<file path="src/rtl/core/q4bdp_pkg.sv">
package q4bdp_pkg;

  // Default widths handed to the top level
  localparam int ACT_WIDTH_DEF = 16;
  localparam int ACC_WIDTH_DEF = 48;

  // Fixed field widths
  localparam int DOT_WIDTH   = 48;
  localparam int SCALE_WIDTH = 16;
  localparam int BYTE_WIDTH  = 8;
  localparam int NIB_WIDTH   = 4;

  // Extra bits of the exact block sum over an activation
  localparam int BSUM_EXTRA = 9;

  // Depth of the close queue between front and back
  localparam int QUEUE_DEPTH = 4;

  // Control bits that go with one closed block
  typedef struct packed {
    logic eor;   // block also ends the row
    logic bovf;  // block sum saturated somewhere in this block
  } blk_ctrl_t;

  localparam int CTRL_WIDTH = $bits(blk_ctrl_t);

endpackage

</file>
<file path="src/rtl/core/q4bdp_fifo.sv">
module q4bdp_fifo #(
  parameter int WIDTH = 43,
  parameter int DEPTH = q4bdp_pkg::QUEUE_DEPTH
) (
  input  logic             clk,
  input  logic             rst_n,
  input  logic             push,
  input  logic [WIDTH-1:0] din,
  input  logic             pop,
  output logic [WIDTH-1:0] dout,
  output logic             full,
  output logic             empty
);

  localparam int AW = (DEPTH > 1) ? $clog2(DEPTH) : 1;

  logic [WIDTH-1:0] mem_r [DEPTH];
  logic [AW-1:0]    wr_ptr_r;
  logic [AW-1:0]    rd_ptr_r;
  logic [AW:0]      count_r;

  assign full  = (count_r == (AW+1)'(DEPTH));
  assign empty = (count_r == '0);
  assign dout  = mem_r[rd_ptr_r];

  // Storage
  always_ff @(posedge clk) begin
    if (push) begin
      mem_r[wr_ptr_r] <= din;
    end
  end

  // Pointers and fill count
  always_ff @(posedge clk) begin
    if (!rst_n) begin
      wr_ptr_r <= '0;
      rd_ptr_r <= '0;
      count_r  <= '0;
    end else begin
      if (push) begin
        wr_ptr_r <= (wr_ptr_r == AW'(DEPTH - 1)) ? '0 : wr_ptr_r + 1'b1;
      end
      if (pop) begin
        rd_ptr_r <= (rd_ptr_r == AW'(DEPTH - 1)) ? '0 : rd_ptr_r + 1'b1;
      end
      if (push && !pop) begin
        count_r <= count_r + 1'b1;
      end else if (pop && !push) begin
        count_r <= count_r - 1'b1;
      end
    end
  end

endmodule

</file>
<file path="src/rtl/core/q4bdp_front.sv">
module q4bdp_front #(
  parameter int ACT_WIDTH = q4bdp_pkg::ACT_WIDTH_DEF,
  localparam int BSUM_W = ACT_WIDTH + q4bdp_pkg::BSUM_EXTRA
) (
  input  logic                        clk,
  input  logic                        rst_n,
  input  logic                        accept,
  input  logic [q4bdp_pkg::BYTE_WIDTH-1:0] packed_req,
  input  logic signed [ACT_WIDTH-1:0] act_low,
  input  logic signed [ACT_WIDTH-1:0] act_high,
  input  logic                        end_of_block,
  input  logic                        end_of_row,
  output logic                        push,
  output logic signed [BSUM_W-1:0]    push_bsum,
  output q4bdp_pkg::blk_ctrl_t        push_ctrl
);

  localparam int NW = q4bdp_pkg::NIB_WIDTH;
  localparam int PW = ACT_WIDTH + NW;

  logic signed [BSUM_W-1:0] bsum_r;
  logic                     bovf_r;

  logic signed [NW:0]     wl, wh;
  logic signed [PW-1:0]   pl, ph;
  logic signed [BSUM_W:0] sum_wide;
  logic signed [BSUM_W-1:0] sum_sat;
  logic                   sum_ovf;
  logic                   closing;

  // Nibbles to signed weights, offset by half range
  assign wl = $signed({1'b0, packed_req[NW-1:0]}) - $signed((NW+1)'(1 << (NW - 1)));
  assign wh = $signed({1'b0, packed_req[2*NW-1:NW]}) - $signed((NW+1)'(1 << (NW - 1)));

  // Two products and the running block sum
  assign pl       = PW'(wl) * PW'(act_low);
  assign ph       = PW'(wh) * PW'(act_high);
  assign sum_wide = (BSUM_W+1)'(bsum_r) + (BSUM_W+1)'(pl) + (BSUM_W+1)'(ph);

  // Saturate to the block sum width
  assign sum_ovf = (sum_wide[BSUM_W] != sum_wide[BSUM_W-1]);
  assign sum_sat = sum_ovf ? {sum_wide[BSUM_W], {(BSUM_W-1){~sum_wide[BSUM_W]}}}
                           : sum_wide[BSUM_W-1:0];

  assign closing = end_of_block | end_of_row;

  // Closing beat hands the block to the queue
  assign push           = accept & closing;
  assign push_bsum      = sum_sat;
  assign push_ctrl.eor  = end_of_row;
  assign push_ctrl.bovf = bovf_r | sum_ovf;

  always_ff @(posedge clk) begin
    if (!rst_n) begin
      bsum_r <= '0;
      bovf_r <= 1'b0;
    end else if (accept) begin
      if (closing) begin
        bsum_r <= '0;
        bovf_r <= 1'b0;
      end else begin
        bsum_r <= sum_sat;
        bovf_r <= bovf_r | sum_ovf;
      end
    end
  end

endmodule

</file>
<file path="src/rtl/core/q4bdp_back.sv">
module q4bdp_back #(
  parameter int ACT_WIDTH = q4bdp_pkg::ACT_WIDTH_DEF,
  parameter int ACC_WIDTH = q4bdp_pkg::ACC_WIDTH_DEF,
  localparam int BSUM_W = ACT_WIDTH + q4bdp_pkg::BSUM_EXTRA
) (
  input  logic                         clk,
  input  logic                         rst_n,
  input  logic                         q_empty,
  input  logic signed [BSUM_W-1:0]     q_bsum,
  input  logic [q4bdp_pkg::SCALE_WIDTH-1:0] q_scale,
  input  q4bdp_pkg::blk_ctrl_t         q_ctrl,
  output logic                         q_pop,
  output logic                         out_tvalid,
  input  logic                         out_tready,
  output logic [q4bdp_pkg::DOT_WIDTH-1:0] out_dot,
  output logic                         out_ovf
);

  localparam int DW      = q4bdp_pkg::DOT_WIDTH;
  localparam int MANT_W  = 10;
  localparam int EXP_W   = 5;
  localparam int MULT_W  = MANT_W + 1;
  localparam int MULW    = BSUM_W + MULT_W;
  localparam int MAX_LSH = 17;
  localparam int SHW     = MULW + MAX_LSH;
  localparam int CW      = ((SHW > ACC_WIDTH) ? SHW : ACC_WIDTH) + 1;

  localparam logic [EXP_W-1:0] EXP_INF  = 5'd31;
  localparam logic [EXP_W-1:0] EXP_ZERO = 5'd0;
  localparam logic [EXP_W-1:0] EXP_UNIT = 5'd13;  // exponent where scale*2^12 = mantissa with hidden bit
  localparam logic [3:0]       SUBN_RSH = 4'd12;

  typedef enum logic [3:0] {
    B_IDLE  = 4'b0001,
    B_MUL   = 4'b0010,
    B_SHIFT = 4'b0100,
    B_ADD   = 4'b1000
  } back_state_t;

  back_state_t state_r;

  logic [EXP_W-1:0]  e_r;
  logic              neg_r;
  logic              eor_r;
  logic [BSUM_W-1:0] mag_r;
  logic [MULT_W-1:0] mult_r;
  logic [MULW-1:0]   prod_r;
  logic [ACC_WIDTH-1:0] tmag_r;

  logic signed [ACC_WIDTH-1:0] acc_r;
  logic                        rovf_r;
  logic                        out_valid_r;
  logic [DW-1:0]               dot_r;
  logic                        ovf_r;

  // Entry decode
  logic [EXP_W-1:0]  q_e;
  logic [BSUM_W-1:0] q_bs_u;
  logic [BSUM_W-1:0] q_mag;

  assign q_e    = q_scale[MANT_W +: EXP_W];
  assign q_bs_u = q_bsum;
  assign q_mag  = q_bsum[BSUM_W-1] ? (~q_bs_u + BSUM_W'(1)) : q_bs_u;
  assign q_pop  = (state_r == B_IDLE) && !q_empty;

  // Shift by the scale exponent, with rounding on the right
  logic [EXP_W-1:0] lsh;
  logic [3:0]       rsh;
  logic [CW-1:0]    wide;
  logic [CW-1:0]    lim;
  logic             term_sat;

  assign lsh = e_r - EXP_UNIT;
  assign rsh = (e_r == EXP_ZERO) ? SUBN_RSH : 4'(EXP_UNIT - e_r);
  assign lim = neg_r ? (CW'(1) << (ACC_WIDTH - 1))
                     : ((CW'(1) << (ACC_WIDTH - 1)) - CW'(1));

  always_comb begin
    if (e_r >= EXP_UNIT) begin
      wide = CW'(prod_r) << lsh;
    end else begin
      wide = (CW'(prod_r) + (CW'(1) << (rsh - 4'd1))) >> rsh;
    end
  end

  assign term_sat = (wide > lim);

  // Signed term and saturating accumulate
  logic signed [ACC_WIDTH-1:0] term;
  logic signed [ACC_WIDTH:0]   acc_wide;
  logic signed [ACC_WIDTH-1:0] acc_sat;
  logic                        acc_ovf;
  logic                        out_free;

  assign term     = neg_r ? -$signed(tmag_r) : $signed(tmag_r);
  assign acc_wide = (ACC_WIDTH+1)'(acc_r) + (ACC_WIDTH+1)'(term);
  assign acc_ovf  = (acc_wide[ACC_WIDTH] != acc_wide[ACC_WIDTH-1]);
  assign acc_sat  = acc_ovf ? {acc_wide[ACC_WIDTH], {(ACC_WIDTH-1){~acc_wide[ACC_WIDTH]}}}
                            : acc_wide[ACC_WIDTH-1:0];
  assign out_free = !out_valid_r || out_tready;

  // Sequencer over one closed block
  always_ff @(posedge clk) begin
    if (!rst_n) begin
      state_r <= B_IDLE;
      acc_r   <= '0;
      rovf_r  <= 1'b0;
    end else begin
      case (state_r)
        B_IDLE: begin
          if (!q_empty) begin
            rovf_r  <= rovf_r | q_ctrl.bovf | (q_e == EXP_INF);
            state_r <= B_MUL;
          end
        end
        B_MUL: begin
          state_r <= B_SHIFT;
        end
        B_SHIFT: begin
          if (e_r != EXP_INF && term_sat) begin
            rovf_r <= 1'b1;
          end
          state_r <= B_ADD;
        end
        B_ADD: begin
          if (!eor_r) begin
            acc_r   <= acc_sat;
            rovf_r  <= rovf_r | acc_ovf;
            state_r <= B_IDLE;
          end else if (out_free) begin
            acc_r   <= '0;
            rovf_r  <= 1'b0;
            state_r <= B_IDLE;
          end
        end
        default: begin
          state_r <= B_IDLE;
        end
      endcase
    end
  end

  // Datapath registers
  always_ff @(posedge clk) begin
    if (q_pop) begin
      e_r    <= q_e;
      neg_r  <= q_bsum[BSUM_W-1] ^ q_scale[MANT_W + EXP_W];
      eor_r  <= q_ctrl.eor;
      mag_r  <= q_mag;
      mult_r <= {(q_e != EXP_ZERO), q_scale[MANT_W-1:0]};
    end
    if (state_r == B_MUL) begin
      prod_r <= MULW'(mag_r) * MULW'(mult_r);
    end
    if (state_r == B_SHIFT) begin
      if (e_r == EXP_INF) begin
        tmag_r <= '0;
      end else if (term_sat) begin
        tmag_r <= lim[ACC_WIDTH-1:0];
      end else begin
        tmag_r <= wide[ACC_WIDTH-1:0];
      end
    end
  end

  // Output register
  always_ff @(posedge clk) begin
    if (!rst_n) begin
      out_valid_r <= 1'b0;
    end else if (state_r == B_ADD && eor_r && out_free) begin
      out_valid_r <= 1'b1;
    end else if (out_tready) begin
      out_valid_r <= 1'b0;
    end
  end

  always_ff @(posedge clk) begin
    if (state_r == B_ADD && eor_r && out_free) begin
      dot_r <= DW'(acc_sat);
      ovf_r <= rovf_r | acc_ovf;
    end
  end

  assign out_tvalid = out_valid_r;
  assign out_dot    = dot_r;
  assign out_ovf    = ovf_r;

endmodule

</file>
<file path="src/rtl/core/q4_block_dot_product_unit.sv">
// Q4 block dot product unit.
// Input beats (in_*) carry one packed weight byte of a 4-bit quantized block,
// the raw f16 block scale and two Q3.12 activations; in_tuser marks the last
// byte of a block and in_tlast the last byte of a row (it also closes the
// block). Each beat adds both weight*activation products to an exact block
// sum. A closing beat queues the block for scaling into a 48-bit accumulator
// with 24 fractional bits; out_* delivers one beat per row: the dot product
// and an overflow flag (saturation or a scale with an all-ones exponent).
// Throughput: one input beat per cycle while the close queue has room. The
// back end takes each closed block through pop, multiply, shift and add and
// pops the next block only after its add; the queue absorbs bursts of short
// blocks in the meantime.
// Reset clears the block sum, accumulator, flags and queue. When the receiver
// stalls, the result waits in the output register; the back end holds the
// next row end, the queue fills, and only then is in_tready dropped.
module q4_block_dot_product_unit #(
  parameter int ACT_WIDTH = q4bdp_pkg::ACT_WIDTH_DEF,
  parameter int ACC_WIDTH = q4bdp_pkg::ACC_WIDTH_DEF,
  localparam int IN_BITS = q4bdp_pkg::SCALE_WIDTH + q4bdp_pkg::BYTE_WIDTH + 2 * ACT_WIDTH,
  localparam int IN_DW   = ((IN_BITS + 7) / 8) * 8
) (
  input  logic                         clk,
  input  logic                         rst_n,
  input  logic                         in_tvalid,
  output logic                         in_tready,
  input  logic [IN_DW-1:0]             in_tdata,  // scale_bits, packed_req, act_low, act_high
  input  logic                         in_tuser,  // end_of_block
  input  logic                         in_tlast,  // end_of_row
  output logic                         out_tvalid,
  input  logic                         out_tready,
  output logic [q4bdp_pkg::DOT_WIDTH-1:0] out_tdata, // dot
  output logic                         out_tuser  // overflow
);

  localparam int SW     = q4bdp_pkg::SCALE_WIDTH;
  localparam int BW     = q4bdp_pkg::BYTE_WIDTH;
  localparam int BSUM_W = ACT_WIDTH + q4bdp_pkg::BSUM_EXTRA;
  localparam int CTW    = q4bdp_pkg::CTRL_WIDTH;
  localparam int QW     = BSUM_W + SW + CTW;

  // Field unpack
  logic [SW-1:0]               scale_bits;
  logic [BW-1:0]               packed_req;
  logic signed [ACT_WIDTH-1:0] act_low;
  logic signed [ACT_WIDTH-1:0] act_high;

  assign scale_bits = in_tdata[SW-1:0];
  assign packed_req = in_tdata[SW +: BW];
  assign act_low    = in_tdata[SW + BW +: ACT_WIDTH];
  assign act_high   = in_tdata[SW + BW + ACT_WIDTH +: ACT_WIDTH];

  logic q_full, q_empty, q_pop, push, accept;
  logic signed [BSUM_W-1:0] push_bsum;
  q4bdp_pkg::blk_ctrl_t     push_ctrl;
  logic [QW-1:0]            q_din, q_dout;

  assign in_tready = !q_full;
  assign accept    = in_tvalid & !q_full;

  // Front: products and block sums
  q4bdp_front #(
    .ACT_WIDTH (ACT_WIDTH)
  ) u_front (
    .clk          (clk),
    .rst_n        (rst_n),
    .accept       (accept),
    .packed_req   (packed_req),
    .act_low      (act_low),
    .act_high     (act_high),
    .end_of_block (in_tuser),
    .end_of_row   (in_tlast),
    .push         (push),
    .push_bsum    (push_bsum),
    .push_ctrl    (push_ctrl)
  );

  // Close queue: block sum, scale and control bits
  assign q_din = {push_ctrl, scale_bits, push_bsum};

  q4bdp_fifo #(
    .WIDTH (QW),
    .DEPTH (q4bdp_pkg::QUEUE_DEPTH)
  ) u_queue (
    .clk   (clk),
    .rst_n (rst_n),
    .push  (push),
    .din   (q_din),
    .pop   (q_pop),
    .dout  (q_dout),
    .full  (q_full),
    .empty (q_empty)
  );

  // Back: scaling and row accumulation
  q4bdp_back #(
    .ACT_WIDTH (ACT_WIDTH),
    .ACC_WIDTH (ACC_WIDTH)
  ) u_back (
    .clk        (clk),
    .rst_n      (rst_n),
    .q_empty    (q_empty),
    .q_bsum     (q_dout[BSUM_W-1:0]),
    .q_scale    (q_dout[BSUM_W +: SW]),
    .q_ctrl     (q4bdp_pkg::blk_ctrl_t'(q_dout[BSUM_W + SW +: CTW])),
    .q_pop      (q_pop),
    .out_tvalid (out_tvalid),
    .out_tready (out_tready),
    .out_dot    (out_tdata),
    .out_ovf    (out_tuser)
  );

endmodule

</file>
<file path="config.mk">
export PLATFORM = sky130hd
export DESIGN_NAME = q4_block_dot_product_unit
export DESIGN_NICKNAME = d
export VERILOG_FILES = /design/src/rtl/core/q4bdp_pkg.sv /design/src/rtl/core/q4bdp_fifo.sv /design/src/rtl/core/q4bdp_front.sv /design/src/rtl/core/q4bdp_back.sv /design/src/rtl/core/q4_block_dot_product_unit.sv
export SDC_FILE = /design/constraint.sdc
export NUM_CORES = 2
export LEC_CHECK = 0
export BUFFER_PORTS_ARGS = -buffer_cell sky130_fd_sc_hd__buf_2
export CAP_MARGIN = 20
export CELL_PAD_IN_SITES_DETAIL_PLACEMENT = 1
export CELL_PAD_IN_SITES_GLOBAL_PLACEMENT = 1
export CORE_MARGIN = 2
export CORE_UTILIZATION = 50
export CTS_BUF_LIST = sky130_fd_sc_hd__clkbuf_4 sky130_fd_sc_hd__clkbuf_8 sky130_fd_sc_hd__clkbuf_16
export DETAILED_ROUTE_END_ITERATION = 10
export PLACE_DENSITY_LB_ADDON = 0.1
export SLEW_MARGIN = 25
export SYNTH_ARGS = -nofsm -noshare
export SYNTH_HDL_FRONTEND = slang
export SYNTH_SLANG_ARGS = --single-unit
export TNS_END_PERCENT = 30
</file>
<file path="constraint.sdc">
create_clock -name clk -period 11.8 [get_ports clk]
set_input_delay 0.59 -clock clk [delete_from_list [all_inputs] [get_ports clk]]
set_output_delay 0.59 -clock clk [all_outputs]
set_load 0.02 [all_outputs]
</file>
[Word-level counts from Yosys, hierarchy flattened]
Memories as Yosys holds them, arrays and structs flattened. A register that Yosys moved wholly into a read port is not among the register bits.
Index checks and enable logic that the tools add are counted.
Widths: inputs -> output; s select.
Storage, ports and cells
  bits in registers: 263
  RAM bits: 172
  input bits: 62
  output and inout port bits: 51
  word-level logic and storage cells: 122
  memories: 1
Operators by class
  add/sub/neg operators: 15
  $mul: 3
  magnitude comparators: 2
  equal/unequal tests: 16
  shift operators: 3
  muxes and demuxes: 31
  bitwise gates (word level): 11
  reductions and logical operators: 21
Memory list
  u_queue.mem_r: depth 4, bits a word 43, rd ports 1, clocked after memory_dff 1, write ports 1, line q4bdp_fifo.sv:17  | logic [WIDTH-1:0] mem_r [DEPTH];
Operators with widths (number)
  $mux 48: 6
  $add 36x54->54: 1
  $gt 54x54->1: 1
  $mux 54: 1
  $shl 1x4->54 const A: 1
  $shl 36x5->54: 1
  $shr 54x4->54: 1
  $mux 25: 2
  $add 48x48->49: 1
  $neg 48->48: 1
  $mul 5x16->20: 2
  $mul 25x11->36: 1
  $add 25x20->26: 1
  $add 26x20->26: 1
  $add 25x1->25 const B: 1
  $not 25->25: 1
  $mux 24: 1
  $mux 4: 4
  $pmux 4 s4: 1
  $eq 5x5->1 const B: 2
  $sub 4x4->5 const B: 2
  $mux 1: 9
  $mux 2: 4
  $logic_and 1x1->1: 6
  33 further kinds: 50

[Longest topological paths before layout]
  word-level depth: 11
  depth in mapped cells: 42
  gate-level depth less buffers: 34

[Hierarchy]
A second synthesis with hierarchy kept.
Unflattened totals
  cells, all modules: 4487
  area total of the unflattened synthesis: 42904.9 um2
Modules (own cells, without submodules)
  q4bdp_back: times used 1, cells an instance 3194, area an instance 27749.1 um2, seq. area each 6366.1 um2
  q4bdp_front: times used 1, cells an instance 1022, area an instance 8428.1 um2, seq. area each 520.5 um2
  q4bdp_fifo: times used 1, cells an instance 269, area an instance 6717.7 um2, seq. area each 5345.1 um2
  q4_block_dot_product_unit: times used 1, cells an instance 2, area an instance 10.0 um2, seq. area each 0.0 um2

[Worst setup path after synthesis]
OpenSTA, ideal clock, no wires.
  kind: register to register
  start: register u_back.e_r[0]
  end: register u_back.rovf_r
  setup time: 120 ps
  arrival: 8783 ps
  data required time: 11680 ps
  path slack: 2897 ps
  cell stages (with the launch flop): 38
  path buffers: 7
  clock period less this slack: 8903 ps
  cell sequence: edfxtp_1 buf_2 clkinv_1 clkbuf_1 buf_1 ha_1 nor4b_1 or2_2 clkbuf_1 clkbuf_1 nand2_1 nor3_1 a21oi_1 nor2b_1 ha_1 clkbuf_1 nand2_1 nor4_1 [2 not listed] nand2_1 xnor2_1 a222oi_1 a21boi_0 mux2i_1 a221o_1 ha_1 nand4_1 nor2_1 nand2_1 or4_1 a31oi_1 or2_2 clkbuf_1 nor2_1 o31a_1 o221a_2 o31a_1
On the way
  word-level cells in the longest chain between the ends: 11
  elaborated cells on any way between the ends: 16
  those cells by class: add/sub: 4; order compare: 2; eq/ne: 2; shift: 3; mux: 2; reduce/logical: 3
Ends and longest elaborated chain
  start, declared: line q4bdp_back.sv:42  | logic [EXP_W-1:0] e_r;
  start signal, assigned: line q4bdp_back.sv:146  | e_r <= q_e;
  $sub 4x4->4 / $logic_not 5->1 (equally long branches): line q4bdp_back.sv:74  | assign rsh = (e_r == EXP_ZERO) ? SUBN_RSH : 4'(EXP_UNIT - e_r);
  $mux 4: line q4bdp_back.sv:74
  $sub 4x1->4: line q4bdp_back.sv:82  | wide = (CW'(prod_r) + (CW'(1) << (rsh - 4'd1))) >> rsh;
  $shl 1x4->54: line q4bdp_back.sv:82
  $add 36x54->54: line q4bdp_back.sv:82
  $shr 54x4->54: line q4bdp_back.sv:82
  $mux 54: line q4bdp_back.sv:79  | if (e_r >= EXP_UNIT) begin
  $gt 54x54->1: line q4bdp_back.sv:86  | assign term_sat = (wide > lim);
  $logic_and 1x1->1 (*): line q4bdp_back.sv:120  | if (e_r != EXP_INF && term_sat) begin
  $ne 2x1->1 (no line) (*)
  $reduce_and 4->1 (no line) (*)
  end signal, assigned: line q4bdp_back.sv:112  | rovf_r <= rovf_r | q_ctrl.bovf | (q_e == EXP_INF);
  end signal, assigned: line q4bdp_back.sv:128  | rovf_r <= rovf_r | acc_ovf;
  end, declared: line q4bdp_back.sv:51  | logic rovf_r;
Every way passes the cells marked *; elsewhere a longest branch is shown, timed or not.
A chain may end at the register's enable or synchronous reset.

[Worst setup path in the final report]
  start: register u_back.e_r[0]
  end: register u_back.tmag_r[35], data pin
On the way
  word-level cells in the longest chain between the ends: 9
  elaborated cells on any way between the ends: 14
  those cells by class: add/sub: 4; order compare: 2; eq/ne: 1; shift: 3; mux: 3; reduce/logical: 1
Ends and longest elaborated chain
  $sub 4x4->4 / $logic_not 5->1 (equally long branches): line q4bdp_back.sv:74
  $mux 4: line q4bdp_back.sv:74
  $sub 4x1->4: line q4bdp_back.sv:82
  $shl 1x4->54: line q4bdp_back.sv:82
  $add 36x54->54: line q4bdp_back.sv:82
  $shr 54x4->54: line q4bdp_back.sv:82
  $mux 54: line q4bdp_back.sv:79
  $gt 54x54->1: line q4bdp_back.sv:86
  $mux 48: line q4bdp_back.sv:158  | end else if (term_sat) begin
  end signal, assigned: line q4bdp_back.sv:159  | tmag_r <= lim[ACC_WIDTH-1:0];
  end signal, assigned: line q4bdp_back.sv:161  | tmag_r <= wide[ACC_WIDTH-1:0];
  end, declared: line q4bdp_back.sv:48  | logic [ACC_WIDTH-1:0] tmag_r;
Parallel ways exist; a longest one is shown, timed or not.

==> flow_metrics.py <==
metrics = {
    "synth": {
        "async_reset_ff_share_pct": 0,
        "synth_area_leader_cell": "edfxtp_1",
        "avgSynthCellArea_um2": 9.630,
        "synth.ff_latch_count": 437,
        "synthMuxAreaShare_pct": 5.016,
        "synth_fa_ha_area_share_pct": 25.15,
        "synthFlopType": "edfxtp_1",
        "synth_edf_count": 348,
        "synth_top_family_by_area": "adder cells",
        "synth.top_cell.area_share_pct": 25.12,
        "synth_warnings": 0,
        "syn_area_mm2": 0.04160,
        "ys_types": 86,
        "synthSimpleGateAreaFrac_pct": 15.80,
        "yosys.area_share.xor_xnor_pct": 5.052,
        "synth_compound_area_share_pct": 14.50,
        "netlist_top_cells_area": "edfxtp_1 (25%), fa_1 (16%), ha_1 (8.9%), nand2_1 (4.9%), dfxtp_1 (4.3%)",
        "synth-seq-area-share_pct": 29.40,
        "syn_nets": 5010,
        "syn-instance-count": 4320,
    },
    "clock_tree": {
        "path_clk_slew_ns": 0.07,
        "post_cts_resized": 0,
        "htree_levels": 2,
        "insertion_delay_ns": 0.61,
        "root_buffer": "clkbuf_16",
        "clockBufferDepth": 3,
        "postCtsSetupBuffers": 0,
        "cts_tree": "yes",
        "cts-buffers-inserted": 49,
        "ctsHoldBuffers": 0,
        "cts.sinks": 437,
    },
    "critical_path": {
        "critPathMaxStageDelay_ns": 0.75,
        "critPathLaunch": "u_back.e_r[0]",
        "end_kind": "flop",
        "crit_arrival_ns": 11.03,
        "crit_end": "u_back.tmag_r[35]",
        "crit_slowest_cell": "nor4_1",
        "rrSetupSlack_ns": 1.12,
        "crit_top_cell": "nand2_1",
        "crit_type": "reg -> reg",
        "cp_max_fo": 28,
        "crit_required_ns": 12.14,
        "r2r-end": "u_back.tmag_r[35]",
        "timing.rr.start": "u_back.e_r[0]",
        "r2r_cells": 32,
        "cp-start-kind": "flop",
    },
    "layout": {
        "final_common_cell": "nand2_1",
        "syn_to_final_growth_pct": 7.973,
        "drive_above_1_share_pct": 9.623,
        "layout_common_cells": "nand2_1 (545), edfxtp_1 (348), inv_1 (340), fa_1 (331), ha_1 (296)",
        "fin_nets": 5004,
    },
    "floorplan": {
        "initial_utilization_pct": 50.59,
        "die-area_mm2": 0.08553,
        "ios": 113,
        "core_mm2": 0.08224,
        "die_h_um": 292.5,
        "rows": 105,
        "die_w_um": 292.5,
    },
    "outcome": {
        "outcome": "completed",
    },
    "sta": {
        "setup_tns_ns": 0,
        "relSlewSlack_pct": 29.35,
        "fin_crit_ns": 10.68,
        "rsz0062_at_grt": "false",
        "finalMaxSlewViolations": 0,
        "worst_slew_pin_slew_ns": 1.060,
        "final-setup-viol-count": 0,
        "hold_viol_final": 0,
        "period_share_pct": 90.54,
        "fin_worst_skew_ns": 0.03194,
        "fmax_ghz": 0.09360,
    },
    "grt": {
        "antenna_found_initial": 0,
        "grt_usage_pct": 29.53,
        "grt.busiest_layer": "met2",
        "grt_use_met3_pct": 2.952,
        "grt_use_met2_pct": 51.73,
        "grt-ovfl-total": 0,
        "grt_pass1_wl_um": 198800,
        "grt_max_degree": 56,
        "met1_usage_pct": 39.05,
        "grt_pass1_vias": 34790,
    },
    "route": {
        "drc": 0,
        "drtIter0Drc": 2164,
        "via_per_inst": 6.027,
        "wl_per_cell_um": 23.27,
        "via_count": 32700,
        "antenna_left": 0,
        "first_pass_iters": 6,
        "routed_wl_um": 126300,
    },
    "flow_run": {
        "cap_violations": 0,
    },
    "place": {
        "dp_hpwl_um": 97030,
        "port-buffer-count": 112,
        "place.gp.congestion": 0.9522,
    },
    "min_path": {
        "hold_class": "in -> reg",
    },
}
[final cells by class]
cell class	count	area [um2]
clock inverter	26	251.5
multi-input combinational	3320	27410
clock buffer	65	1431
sequential	437	12230
timing repair buffer	164	965.9
tap	1070	1339
inverter	342	1284
antenna	1	2.502
fill	9187	37320
[Yosys cell counts, types with 10 or more instances]
master,instances
nand2b_1,23
buf_1,17
xor2_1,56
a22oi_1,15
mux4_2,60
xnor2_1,184
nand4_1,32
ha_1,297
a221o_1,40
or2_2,41
maj3_1,12
mux2_2,12
nor4_1,12
o21ai_0,228
nand2_1,545
clkbuf_1,203
dfxtp_1,89
nand3_1,58
mux2i_1,60
fa_1,331
a31oi_1,34
a21o_1,79
o31ai_1,26
a21oi_1,225
and3_1,20
or4_1,10
o21bai_1,21
or3_1,17
o21a_1,61
edfxtp_1,348
inv_1,340
nor2_1,294
o22ai_1,12
nor3_1,55
a211oi_1,36
o211ai_1,18
and2_1,195
nor2b_1,45
[worst max-delay path: cells and delay by family, from the launching register on]
family / cells / cell delay [ns]
buf+inv: 4 / 0.83
fa+ha+maj: 3 / 0.83
compound gates: 10 / 3.18
simple gates: 15 / 5.10
flops: 1 / 0.41
[sequential cells by signal, summed over array words and instances (netlist names), 2 cells and up, named ones only]
name and flops:
u_queue.mem_r 172, u_back.acc_r 48, u_back.out_dot 48, u_back.tmag_r 48
u_back.prod_r 36, u_back.mag_r 25, u_front.bsum_r 25, u_back.mult_r 11
u_back.e_r 5, u_back.state_r 4, u_queue.count_r 3, u_queue.rd_ptr_r 2
u_queue.wr_ptr_r 2
[per-stage QoR]
| step | hold slack [ns] | utilization (%) | cells | area [um2] | setup WS, ns |
|---|---|---|---|---|---|
| global route | 0.1900 | 54.62 | 5424 | 44920 | 0.1415 |
| finish | 0.2098 | 54.62 | 5425 | 44920 | 1.117 |
| CTS | 0.1758 | 54.58 | 5422 | 44890 | 1.313 |
| floorplan | 0.4315 | - | 4320 | 41600 | 2.897 |
| global placement | 0.4502 | 52.53 | 5331 | 43200 | 1.629 |
| detailed placement | 0.4578 | 52.53 | 5331 | 43210 | 1.417 |
[worst min-delay path by stage]
stage / cells past startpoint / slack [ns] / startpoint / end
2_1_floorplan: 2 / 0.43 / u_back.acc_r[13] / u_back.acc_r[13]
3_3_place_gp: 2 / 0.45 / u_back.acc_r[40] / u_back.acc_r[40]
3_5_place_dp: 2 / 0.46 / u_back.acc_r[39] / u_back.acc_r[39]
4_1_cts: 1 / 0.18 / in_tdata[3] / u_queue.mem_r[0][28]
5_1_grt: 1 / 0.19 / in_tdata[3] / u_queue.mem_r[0][28]
6_report: 1 / 0.21 / in_tdata[3] / u_queue.mem_r[0][28]
[routing by layer]
layer  routed length (um)  up-vias
met5                    0        -
li1                     -    15090
met1                54620    16750
met2                63240      692
met3                 5025      168
met4                 3375        0
[logic make-up (layout without fill, tap and decap cells)]
logic type	count (synthesis)	count (layout)
XOR/XNOR	240	240
flip-flops	437	437
AND/OR/NAND/NOR	1387	1387
other	0	1
AO/OA/AOI/OAI	921	921
buffers and inverters	563	597
multiplexers	132	132
adder cells (fa/ha/maj)	640	640
Power is left out: the tool's default activity adds up to more than one toggle a clock period on the data nets, which glitch-free logic cannot reach.
